==> src/rtl/core/vmc_pkg.sv <==
`timescale 1ns / 1ps
// ----------------------------------------------------------------------------
// vmc_pkg - shared definitions for the vending machine controller
// Field widths, mode and status codes, and the command and status bundles
// that pass between the controller and the datapath.
// ----------------------------------------------------------------------------
package vmc_pkg;

    localparam int DEFAULT_MAX_SLOTS = 16;

    localparam int MODE_W  = 3;
    localparam int SLOT_W  = 4;
    localparam int COIN_W  = 10;
    localparam int QTY_W   = 8;
    localparam int PRICE_W = 16;
    localparam int STAT_W  = 3;

    // table word: stock in the upper byte, price below
    localparam int WORD_W  = QTY_W + PRICE_W;

    localparam logic [MODE_W-1:0] MODE_SELECT = 3'd0;
    localparam logic [MODE_W-1:0] MODE_COIN   = 3'd1;
    localparam logic [MODE_W-1:0] MODE_CANCEL = 3'd2;
    localparam logic [MODE_W-1:0] MODE_ADD    = 3'd3;
    localparam logic [MODE_W-1:0] MODE_DELETE = 3'd4;
    localparam logic [MODE_W-1:0] MODE_MODIFY = 3'd5;

    localparam logic [STAT_W-1:0] ST_AWAIT    = 3'd0;
    localparam logic [STAT_W-1:0] ST_DISPENSE = 3'd1;
    localparam logic [STAT_W-1:0] ST_SOLD_OUT = 3'd2;
    localparam logic [STAT_W-1:0] ST_BAD_SLOT = 3'd3;
    localparam logic [STAT_W-1:0] ST_CANCEL   = 3'd4;
    localparam logic [STAT_W-1:0] ST_UPDATED  = 3'd5;
    localparam logic [STAT_W-1:0] ST_FULL     = 3'd6;
    localparam logic [STAT_W-1:0] ST_WRONG    = 3'd7;

    typedef struct packed {
        logic latch;     // capture the input beat
        logic rd_issue;  // read the table entry the item refers to
        logic eval;      // decide the result and update state
        logic sh_rd;     // read the entry above the delete pointer
        logic sh_wr;     // write it one place down
        logic out_load;  // move the result into the output register
    } cmd_t;

    typedef struct packed {
        logic del_start;   // delete accepted, shift pass follows
        logic shift_more;  // entries left to move down
    } sts_t;

endpackage

==> src/rtl/core/vmc_datapath.sv <==
`timescale 1ns / 1ps
// ----------------------------------------------------------------------------
// vmc_datapath - slot table, billing registers and result registers
// Holds the stock/price memory, the billing state and the result path;
// every step is driven by commands from the controller.
// ----------------------------------------------------------------------------
module vmc_datapath #(
    parameter int MAX_SLOTS = vmc_pkg::DEFAULT_MAX_SLOTS
) (
    input  logic                        clk,
    input  logic                        rst_n,
    input  vmc_pkg::cmd_t               cmd,
    output vmc_pkg::sts_t               sts,
    input  logic [vmc_pkg::MODE_W-1:0]  mode,
    input  logic [vmc_pkg::SLOT_W-1:0]  slot,
    input  logic [vmc_pkg::COIN_W-1:0]  coin_value,
    input  logic [vmc_pkg::QTY_W-1:0]   new_quantity,
    input  logic [vmc_pkg::PRICE_W-1:0] new_price,
    output logic [vmc_pkg::STAT_W-1:0]  status,
    output logic [vmc_pkg::PRICE_W-1:0] amount_due,
    output logic [vmc_pkg::PRICE_W-1:0] change_out,
    output logic [vmc_pkg::SLOT_W-1:0]  dispensed_slot,
    output logic [vmc_pkg::QTY_W-1:0]   stock_left
);
    import vmc_pkg::*;

    localparam int AW = $clog2(MAX_SLOTS);
    localparam int CW = $clog2(MAX_SLOTS + 1);
    localparam int XW = (CW > SLOT_W) ? CW : SLOT_W;
    localparam logic [XW-1:0] MAX_X = XW'(MAX_SLOTS);
    localparam logic [CW-1:0] MAX_C = CW'(MAX_SLOTS);

    logic [WORD_W-1:0] mem [MAX_SLOTS];

    // latched input beat
    logic [MODE_W-1:0]  mode_reg;
    logic [SLOT_W-1:0]  slot_reg;
    logic [COIN_W-1:0]  coin_reg;
    logic [QTY_W-1:0]   qty_reg;
    logic [PRICE_W-1:0] price_reg;

    logic               billing_reg,  billing_next;
    logic [SLOT_W-1:0]  selected_reg, selected_next;
    logic [PRICE_W-1:0] paid_reg,     paid_next;
    logic [CW-1:0]      count_reg,    count_next;
    logic [CW-1:0]      ptr_reg,      ptr_next;
    logic [WORD_W-1:0]  rd_data_reg;

    logic [STAT_W-1:0]  res_status_reg, res_status_next;
    logic [PRICE_W-1:0] res_due_reg,    res_due_next;
    logic [PRICE_W-1:0] res_change_reg, res_change_next;
    logic [SLOT_W-1:0]  res_slot_reg,   res_slot_next;
    logic [QTY_W-1:0]   res_stock_reg,  res_stock_next;

    logic [STAT_W-1:0]  status_reg;
    logic [PRICE_W-1:0] due_reg;
    logic [PRICE_W-1:0] change_reg;
    logic [SLOT_W-1:0]  dslot_reg;
    logic [QTY_W-1:0]   stock_reg;

    logic [XW-1:0]      slot_x, sel_x, cnt_x;
    logic [AW-1:0]      slot_idx, sel_idx, rd_addr, wr_addr;
    logic [CW-1:0]      ptr_inc;
    logic [WORD_W-1:0]  wr_data;
    logic               wr_en, rd_en;
    logic               slot_bad, table_full, wrong_phase, pay_mode, del_start;
    logic [QTY_W-1:0]   sd, stock_dec;
    logic [PRICE_W-1:0] pd, paid_sat;
    logic [PRICE_W:0]   paid_sum;

    assign slot_x     = XW'(slot_reg);
    assign sel_x      = XW'(selected_reg);
    assign cnt_x      = XW'(count_reg);
    assign slot_idx   = (slot_x < MAX_X) ? slot_x[AW-1:0] : '0;
    assign sel_idx    = (sel_x < MAX_X) ? sel_x[AW-1:0] : '0;
    assign ptr_inc    = ptr_reg + 1'b1;
    assign slot_bad   = (slot_x >= cnt_x);
    assign table_full = (count_reg >= MAX_C);
    assign pay_mode   = (mode_reg == MODE_COIN) || (mode_reg == MODE_CANCEL);
    assign wrong_phase = (mode_reg > MODE_MODIFY) || (billing_reg != pay_mode);

    assign sd        = rd_data_reg[WORD_W-1:PRICE_W];
    assign pd        = rd_data_reg[PRICE_W-1:0];
    assign stock_dec = (sd != '0) ? sd - 1'b1 : sd;
    assign paid_sum  = {1'b0, paid_reg} + (PRICE_W+1)'(coin_reg);
    assign paid_sat  = paid_sum[PRICE_W] ? {PRICE_W{1'b1}} : paid_sum[PRICE_W-1:0];

    assign rd_en   = cmd.rd_issue | cmd.sh_rd;
    assign rd_addr = cmd.sh_rd ? ptr_inc[AW-1:0] : (pay_mode ? sel_idx : slot_idx);

    always_comb
    begin
        billing_next    = billing_reg;
        selected_next   = selected_reg;
        paid_next       = paid_reg;
        count_next      = count_reg;
        ptr_next        = ptr_reg;
        res_status_next = res_status_reg;
        res_due_next    = res_due_reg;
        res_change_next = res_change_reg;
        res_slot_next   = res_slot_reg;
        res_stock_next  = res_stock_reg;
        wr_en           = 1'b0;
        wr_addr         = '0;
        wr_data         = '0;
        del_start       = 1'b0;

        if (cmd.eval)
        begin
            res_status_next = ST_WRONG;
            res_due_next    = '0;
            res_change_next = '0;
            res_slot_next   = '0;
            res_stock_next  = '0;
            if (!wrong_phase)
            begin
                case (mode_reg)
                    MODE_SELECT:
                    begin
                        res_slot_next = slot_reg;
                        if (slot_bad)
                            res_status_next = ST_BAD_SLOT;
                        else if (sd == '0)
                            res_status_next = ST_SOLD_OUT;
                        else
                        begin
                            selected_next = slot_reg;
                            paid_next     = '0;
                            if (pd == '0)
                            begin
                                // free item: dispense without billing
                                wr_en           = 1'b1;
                                wr_addr         = slot_idx;
                                wr_data         = {stock_dec, pd};
                                res_status_next = ST_DISPENSE;
                                res_stock_next  = stock_dec;
                            end
                            else
                            begin
                                billing_next    = 1'b1;
                                res_status_next = ST_AWAIT;
                                res_due_next    = pd;
                                res_stock_next  = sd;
                            end
                        end
                    end
                    MODE_COIN:
                    begin
                        res_slot_next = selected_reg;
                        if (paid_sat >= pd)
                        begin
                            wr_en           = 1'b1;
                            wr_addr         = sel_idx;
                            wr_data         = {stock_dec, pd};
                            billing_next    = 1'b0;
                            paid_next       = '0;
                            res_status_next = ST_DISPENSE;
                            res_change_next = paid_sat - pd;
                            res_stock_next  = stock_dec;
                        end
                        else
                        begin
                            paid_next       = paid_sat;
                            res_status_next = ST_AWAIT;
                            res_due_next    = pd - paid_sat;
                            res_stock_next  = sd;
                        end
                    end
                    MODE_CANCEL:
                    begin
                        billing_next    = 1'b0;
                        paid_next       = '0;
                        res_status_next = ST_CANCEL;
                        res_change_next = paid_reg;
                        res_slot_next   = selected_reg;
                        res_stock_next  = sd;
                    end
                    MODE_ADD:
                    begin
                        if (table_full)
                            res_status_next = ST_FULL;
                        else
                        begin
                            wr_en           = 1'b1;
                            wr_addr         = count_reg[AW-1:0];
                            wr_data         = {qty_reg, price_reg};
                            res_status_next = ST_UPDATED;
                            res_slot_next   = cnt_x[SLOT_W-1:0];
                            res_stock_next  = qty_reg;
                            count_next      = count_reg + 1'b1;
                        end
                    end
                    MODE_DELETE:
                    begin
                        res_slot_next = slot_reg;
                        if (slot_bad)
                            res_status_next = ST_BAD_SLOT;
                        else
                        begin
                            // stock_left is filled in by the first shift, if any
                            res_status_next = ST_UPDATED;
                            count_next      = count_reg - 1'b1;
                            ptr_next        = slot_x[CW-1:0];
                            del_start       = 1'b1;
                        end
                    end
                    MODE_MODIFY:
                    begin
                        res_slot_next = slot_reg;
                        if (slot_bad)
                            res_status_next = ST_BAD_SLOT;
                        else
                        begin
                            wr_en           = 1'b1;
                            wr_addr         = slot_idx;
                            wr_data         = {qty_reg, price_reg};
                            res_status_next = ST_UPDATED;
                            res_stock_next  = qty_reg;
                        end
                    end
                    default:
                    begin
                        res_status_next = ST_WRONG;
                    end
                endcase
            end
        end

        if (cmd.sh_wr)
        begin
            wr_en    = 1'b1;
            wr_addr  = ptr_reg[AW-1:0];
            wr_data  = rd_data_reg;
            ptr_next = ptr_inc;
            if (ptr_reg == slot_x[CW-1:0])
                res_stock_next = sd;
        end
    end

    assign sts.del_start  = del_start;
    assign sts.shift_more = (ptr_reg < count_reg);

    // table memory: one write port, one registered read port
    always_ff @(posedge clk)
    begin
        if (wr_en)
            mem[wr_addr] <= wr_data;
        if (rd_en)
            rd_data_reg <= mem[rd_addr];
    end

    always_ff @(posedge clk or negedge rst_n)
    begin
        if (!rst_n)
        begin
            billing_reg  <= 1'b0;
            selected_reg <= '0;
            paid_reg     <= '0;
            count_reg    <= '0;
        end
        else
        begin
            billing_reg  <= billing_next;
            selected_reg <= selected_next;
            paid_reg     <= paid_next;
            count_reg    <= count_next;
        end
    end

    always_ff @(posedge clk)
    begin
        if (cmd.latch)
        begin
            mode_reg  <= mode;
            slot_reg  <= slot;
            coin_reg  <= coin_value;
            qty_reg   <= new_quantity;
            price_reg <= new_price;
        end
        ptr_reg        <= ptr_next;
        res_status_reg <= res_status_next;
        res_due_reg    <= res_due_next;
        res_change_reg <= res_change_next;
        res_slot_reg   <= res_slot_next;
        res_stock_reg  <= res_stock_next;
        if (cmd.out_load)
        begin
            status_reg <= res_status_reg;
            due_reg    <= res_due_reg;
            change_reg <= res_change_reg;
            dslot_reg  <= res_slot_reg;
            stock_reg  <= res_stock_reg;
        end
    end

    assign status         = status_reg;
    assign amount_due     = due_reg;
    assign change_out     = change_reg;
    assign dispensed_slot = dslot_reg;
    assign stock_left     = stock_reg;

endmodule

==> src/rtl/core/vmc_controller.sv <==
`timescale 1ns / 1ps
// ----------------------------------------------------------------------------
// vmc_controller - sequencing state machine
// Steps each item through read, evaluate and the delete shift pass, and
// owns both handshakes.
// ----------------------------------------------------------------------------
module vmc_controller (
    input  logic          clk,
    input  logic          rst_n,
    input  logic          item_valid,
    output logic          item_stall,
    output logic          result_valid,
    input  logic          result_stall,
    input  vmc_pkg::sts_t sts,
    output vmc_pkg::cmd_t cmd
);
    import vmc_pkg::*;

    localparam logic [2:0] S_IDLE = 3'd0;
    localparam logic [2:0] S_READ = 3'd1;
    localparam logic [2:0] S_EVAL = 3'd2;
    localparam logic [2:0] S_SHRD = 3'd3;
    localparam logic [2:0] S_SHWR = 3'd4;
    localparam logic [2:0] S_DONE = 3'd5;

    logic [2:0] state_reg, state_next;
    logic       out_valid_reg, out_valid_next;

    always_comb
    begin
        state_next = state_reg;
        cmd        = '0;
        case (state_reg)
            S_IDLE:
            begin
                if (item_valid)
                begin
                    cmd.latch  = 1'b1;
                    state_next = S_READ;
                end
            end
            S_READ:
            begin
                cmd.rd_issue = 1'b1;
                state_next   = S_EVAL;
            end
            S_EVAL:
            begin
                cmd.eval   = 1'b1;
                state_next = sts.del_start ? S_SHRD : S_DONE;
            end
            S_SHRD:
            begin
                if (sts.shift_more)
                begin
                    cmd.sh_rd  = 1'b1;
                    state_next = S_SHWR;
                end
                else
                    state_next = S_DONE;
            end
            S_SHWR:
            begin
                cmd.sh_wr  = 1'b1;
                state_next = S_SHRD;
            end
            S_DONE:
            begin
                // hold until the output register is free
                if (!out_valid_reg || !result_stall)
                begin
                    cmd.out_load = 1'b1;
                    state_next   = S_IDLE;
                end
            end
            default:
            begin
                state_next = S_IDLE;
            end
        endcase
    end

    always_comb
    begin
        if (cmd.out_load)
            out_valid_next = 1'b1;
        else if (out_valid_reg && !result_stall)
            out_valid_next = 1'b0;
        else
            out_valid_next = out_valid_reg;
    end

    always_ff @(posedge clk or negedge rst_n)
    begin
        if (!rst_n)
        begin
            state_reg     <= S_IDLE;
            out_valid_reg <= 1'b0;
        end
        else
        begin
            state_reg     <= state_next;
            out_valid_reg <= out_valid_next;
        end
    end

    assign item_stall   = (state_reg != S_IDLE);
    assign result_valid = out_valid_reg;

endmodule

==> src/rtl/core/vending_machine_controller_top.sv <==
`timescale 1ns / 1ps
// ----------------------------------------------------------------------------
// vending_machine_controller_top - vending machine controller
// Slot table of stock and price with select, coin, cancel and table
// maintenance (add, delete, modify); one result beat per input beat.
// ----------------------------------------------------------------------------
//
//   channel   handshake                  payload
//   -------   ------------------------   ----------------------------------------
//   item      item_valid / item_stall    mode slot coin_value new_quantity new_price
//   result    result_valid / result_stall status amount_due change_out
//                                        dispensed_slot stock_left
//
// Sequence: an item holds the sequencer through accept and latch, table
// read, evaluate and load output; its result beat shows once the output
// register is loaded. Delete adds a shift pass that moves each entry above
// the deleted slot one place down, with a registered table read and then a
// write for each entry, before the pass closes.
// Reset: rst_n clears the billing state, the item count and both handshakes;
// the table contents stay undefined until written.
// Stalls: a finished result waits in the output register while the next
// item is accepted and worked on; only a second result blocks on it.
//
module vending_machine_controller_top #(
    parameter int MAX_SLOTS = vmc_pkg::DEFAULT_MAX_SLOTS
) (
    input  logic                        clk,
    input  logic                        rst_n,
    input  logic                        item_valid,
    output logic                        item_stall,
    input  logic [vmc_pkg::MODE_W-1:0]  mode,
    input  logic [vmc_pkg::SLOT_W-1:0]  slot,
    input  logic [vmc_pkg::COIN_W-1:0]  coin_value,
    input  logic [vmc_pkg::QTY_W-1:0]   new_quantity,
    input  logic [vmc_pkg::PRICE_W-1:0] new_price,
    output logic                        result_valid,
    input  logic                        result_stall,
    output logic [vmc_pkg::STAT_W-1:0]  status,
    output logic [vmc_pkg::PRICE_W-1:0] amount_due,
    output logic [vmc_pkg::PRICE_W-1:0] change_out,
    output logic [vmc_pkg::SLOT_W-1:0]  dispensed_slot,
    output logic [vmc_pkg::QTY_W-1:0]   stock_left
);
    import vmc_pkg::*;

    // command and status bundles between sequencer and datapath
    cmd_t cmd;
    sts_t sts;

    // sequencer: owns both handshakes and the delete shift loop
    vmc_controller u_ctrl (
        .clk          (clk),
        .rst_n        (rst_n),
        .item_valid   (item_valid),
        .item_stall   (item_stall),
        .result_valid (result_valid),
        .result_stall (result_stall),
        .sts          (sts),
        .cmd          (cmd)
    );

    // datapath: slot table memory, billing registers, result register
    vmc_datapath #(
        .MAX_SLOTS (MAX_SLOTS)
    ) u_dp (
        .clk            (clk),
        .rst_n          (rst_n),
        .cmd            (cmd),
        .sts            (sts),
        .mode           (mode),
        .slot           (slot),
        .coin_value     (coin_value),
        .new_quantity   (new_quantity),
        .new_price      (new_price),
        .status         (status),
        .amount_due     (amount_due),
        .change_out     (change_out),
        .dispensed_slot (dispensed_slot),
        .stock_left     (stock_left)
    );

endmodule

==> config.mk <==
export PLATFORM = sky130hd
export DESIGN_NAME = vending_machine_controller_top
export DESIGN_NICKNAME = d
export VERILOG_FILES = /design/src/rtl/core/vmc_pkg.sv /design/src/rtl/core/vmc_datapath.sv /design/src/rtl/core/vmc_controller.sv /design/src/rtl/core/vending_machine_controller_top.sv
export SDC_FILE = /design/constraint.sdc
export NUM_CORES = 1
export LEC_CHECK = 0
export BUFFER_PORTS_ARGS = -buffer_cell sky130_fd_sc_hd__buf_2
export CORE_MARGIN = 1.5
export CORE_UTILIZATION = 62
export DETAILED_ROUTE_END_ITERATION = 7
export PLACE_DENSITY = 0.8
export SLEW_MARGIN = 20
export SYNTH_ARGS = -nofsm -noshare
export SYNTH_HDL_FRONTEND = slang
export SYNTH_SLANG_ARGS = --single-unit
==> constraint.sdc <==
create_clock -name clk -period 16.9 [get_ports clk]
set_clock_uncertainty 0.2 [all_clocks]
set_input_delay 1.69 -clock clk [delete_from_list [all_inputs] [get_ports clk]]
set_output_delay 1.69 -clock clk [all_outputs]
set_load 0.01 [all_outputs]
==> summary.md <==
| Metric | Value |
|---|---|
| Asr flop ratio synth | `5.19%` |
| Critical path peak fanout | `15` |
| Count leader, synth | `edfxtp_1` |
| Synthesized net count | `~1900` |
| Mapped Cells | `~1800` |
| Detailed-route wire length | `roughly 62 mm` |
| Worst path arrival time | `between 7 and 8 ns` |
| Crit. End Element | `register` |
| PostCTS Resize Cnt | `0` |
| TritonRoute pass-1 iters | `8` |
| Final net count | `between 1500 and 2000` |
| Global-route wire length before repair | `slightly above 90 mm` |
| YS warnings | `0` |
| Vias | `15954` |
| Layout area overhead | `10.9%` |
| Hold Path Depth | `0` |
| Post-route ant nets | `0` |
| Hold Fails Final Rpt | `0` |
| Synth cell count leaders | `edfxtp_1 (540), mux2i_1 (199), nor2_1 (127)` |
| Sequential area share after synthesis | `between 60% and 70%` |
| Placed Cells | `roughly 2300` |
| Synth unique cells | `between 70 and 80` |
| Post-synth EDFFs | `540` |
| Yosys reg bits | `~580` |
| R2R setup slack | `slightly below 10 ns` |
| Hold worst-path end | `u_dp.amount_due[12]` |
| Design Power | `4.65 mW` |
| Hpwl dp | `37.2 mm` |
| Clk_lat worst skew | `between 0.6 and 0.7 ns` |
| R2R cell count | `19` |
| Finished Layout Cells | `between 2000 and 2500` |
| Hold Crit Start | `u_dp.res_due_reg[12]` |
| # hold bufs at CTS | `0` |
| Cell Rows | `73` |
| GR Util met1 | `a little over two fifths` |
| Largest net degree at the start of global routing | `90` |
| Top cell type's share of synthesized area | `64.1%` |
| H-Tree Depth | `2` |
| TritonCTS clock tree | `done` |
| Global routing's busiest layer | `met2` |
| Fillers | `between 2000 and 3000` |
| Buffers on Ports | `between 90 and 100` |
| Failing checks | `design-rule violations` |
| Die H | `just over 200 microns` |
| Worst-path clk slew | `0.06 ns` |
| Drt drc | `29` |
| Max FFs per register | `around 380` |
| RD Place Congestion | `0.909` |
| Layout cells sized above 1 | `a little over an eighth` |
| Max Freq | `143 MHz` |
| Met3 usage | `a little under 4%` |
| Critical path's slowest cell | `o31ai_1` |
| Crit share post-route | `about two fifths` |
| Final Setup Violations | `0` |
| Post-CTS Setup Inserts | `0` |
| PwrDens | `about 170 nW/um^2` |
| Met2 Usage GRT | `between 40% and 50%` |
| Clock Tree Root | `clkbuf_16` |
| Rel. slew slack | `30.4%` |
| Ports | `94` |
| Inserted Diodes | `0` |
| Vias/cell | `roughly 6.6` |
| FF-to-FF Start | `u_dp.paid_reg[0]` |
| Crit-path max cell delay | `around 0.90 ns` |
| VDD IR-drop max | `about 0.00011 V` |
| Max-cap violations | `0` |
| Post-Syn Area per Cell | `about 14 sq um` |
| Status | `complete, but fails checks` |
| TNS Setup | `0 ns` |
| Leakage | `between 10 and 15 nW` |
| Clock sinks | `~580` |
| Multi-input gate area | `between 7000 and 8000 sq um` |
| Startpoint Class | `register` |
| DR iter-0 viols | `around 1800` |
| Longest Clk Path Bufs | `3` |
| Core area | `between 40000 and 50000 sq um` |
| Tmin final | `6.98 ns` |
| Die Wd | `~200 microns` |
| Initial Utilization | `63.3%` |
| Worst-Margin Slew | `~1.0 ns` |
| Worst hold path class | `register to register` |
| CP Launch Point | `u_dp.paid_reg[0]` |
| Total track usage | `between 20% and 30%` |
| Avg WL per Cell | `~25 microns` |
| Gr ovfl total | `0` |
| WS Path Type | `register to register` |
| Worst path cell trace | `ha_1 -> fa_1 -> a21o_1 -> a21oi_1 -> o21ai_0 -> o211ai_1 -> o21bai_1 -> and4_1 -> nor2_1 -> mux2i_1 -> ha_1 -> a21oi_1 -> o211ai_1 -> o31ai_1 -> nor4_4 -> a31oi_1 -> nand2_1 -> nor2_2 -> buf_4` |
| Top cells by area, synth | `edfxtp_1 (64%), mux2i_1 (7.9%), dfrtp_1 (3.0%)` |
| Initial antenna violation count | `0` |
| Area leader, netlist | `edfxtp_1` |
| Die area | `42000 sq um` |
| Mapped Area | `about 25000 sq um` |
| Slew Viols, Final | `0` |
| Top FF cell, synth | `edfxtp_1` |
| FF-to-FF End | `u_dp.mem[6][13]` |
| RSZ-0062 raised after global routing | `false` |
| Seq. cell area | `between 15000 and 20000 sq um` |
| CTS Buf Count | `55` |
| Worst path required time | `around 17 ns` |
| Vias in the first global route | `~15000` |
## per-layer routing
metal	wire, microns	vias to the layer above
li1	-	7032
met1	25100	7909
met2	29300	860
met3	5180	153
met4	2200	0
met5	0	-
## where the power goes
group,internal (mW),switching [mW],total (mW)
Combinational,0.537,0.923,1.46
Sequential,1.83,0.162,1.99
Clock,0.680,0.522,1.20
Total,3.05,1.61,4.65
## stage by stage
stage	setup WS, ns	hold WS (ns)	area [sq um]	utilization, %
after floorplan	10.43	0.200	25300	-
after global placement	10.29	0.200	26300	65.7
after detailed placement	9.99	0.205	26300	65.7
after CTS	9.96	0.215	28100	70.1
after global routing	9.52	0.224	28100	70.2
final	9.92	0.215	28100	70.2
## how the worst max path moves through the flow
| stage | endpoint | slack, ns | cells past startpoint |
|---|---|---|---|
| 2_1_floorplan | u_dp.mem[8][0] | 10.43 | 23 |
| 3_3_place_gp | u_dp.mem[6][6] | 10.29 | 19 |
| 3_5_place_dp | u_dp.mem[6][11] | 9.99 | 19 |
| 4_1_cts | u_dp.mem[6][13] | 9.96 | 19 |
| 5_1_grt | u_dp.mem[6][13] | 9.52 | 19 |
| 6_report | u_dp.mem[6][13] | 9.92 | 19 |
## critical path: cells and delay by family (launching register included)
family,cells,cell delay [ns]
AND/OR/NAND/NOR,5,1.78
multiplexers,1,0.10
AO/OA/AOI/OAI,9,2.66
adder cells (fa/ha/maj),3,1.11
buffers and inverters,1,0.40
flip-flops,1,0.40
## placed cells by master, fill, tap and decap left out, types with 7 or more instances in the layout
| master | n |
|---|---|
| a22o_1 | 29 |
| o21a_1 | 7 |
| o22ai_1 | 100 |
| a221o_1 | 7 |
| nor3_1 | 14 |
| xnor2_1 | 30 |
| a22oi_1 | 29 |
| or3_1 | 7 |
| clkinv_2 | 10 |
| inv_1 | 53 |
| nor2_1 | 110 |
| clkinv_1 | 10 |
| edfxtp_1 | 540 |
| a21o_1 | 10 |
| ha_1 | 55 |
| clkbuf_16 | 55 |
| o21ai_0 | 58 |
| nand2_1 | 92 |
| xor2_1 | 15 |
| buf_4 | 36 |
| nor2_2 | 17 |
| or4_1 | 26 |
| o31ai_1 | 10 |
| dfxtp_1 | 8 |
| buf_2 | 93 |
| and3_1 | 8 |
| clkbuf_1 | 13 |
| mux2i_1 | 199 |
| dfrtp_1 | 30 |
| nand3_1 | 17 |
| a21oi_1 | 55 |
| nand2b_1 | 20 |
| nor2b_1 | 10 |
| a31oi_1 | 12 |
## kinds of logic (layout without fill, tap and decap cells)
family,Yosys count,count (layout),synth area share (%)
buffers and inverters,148,284,2.73
muxes,205,205,8.17
DFF,578,578,67.7
and+or+nand+nor,359,359,6.80
adders and majority gates,59,59,3.04
xor gates and xnor gates,45,45,1.56
AOI/OAI and AO/OA,378,378,10.0
## layout make-up
class,count,share of cell area [%]
clock buffers,72,5.27
multi-input cells,1046,27.1
inverters,53,0.709
well taps,525,2.34
flip-flops and latches,578,61.0
repair buffers,129,2.62
clock inverters,30,0.963
Power figures use the tool's default switching activity.
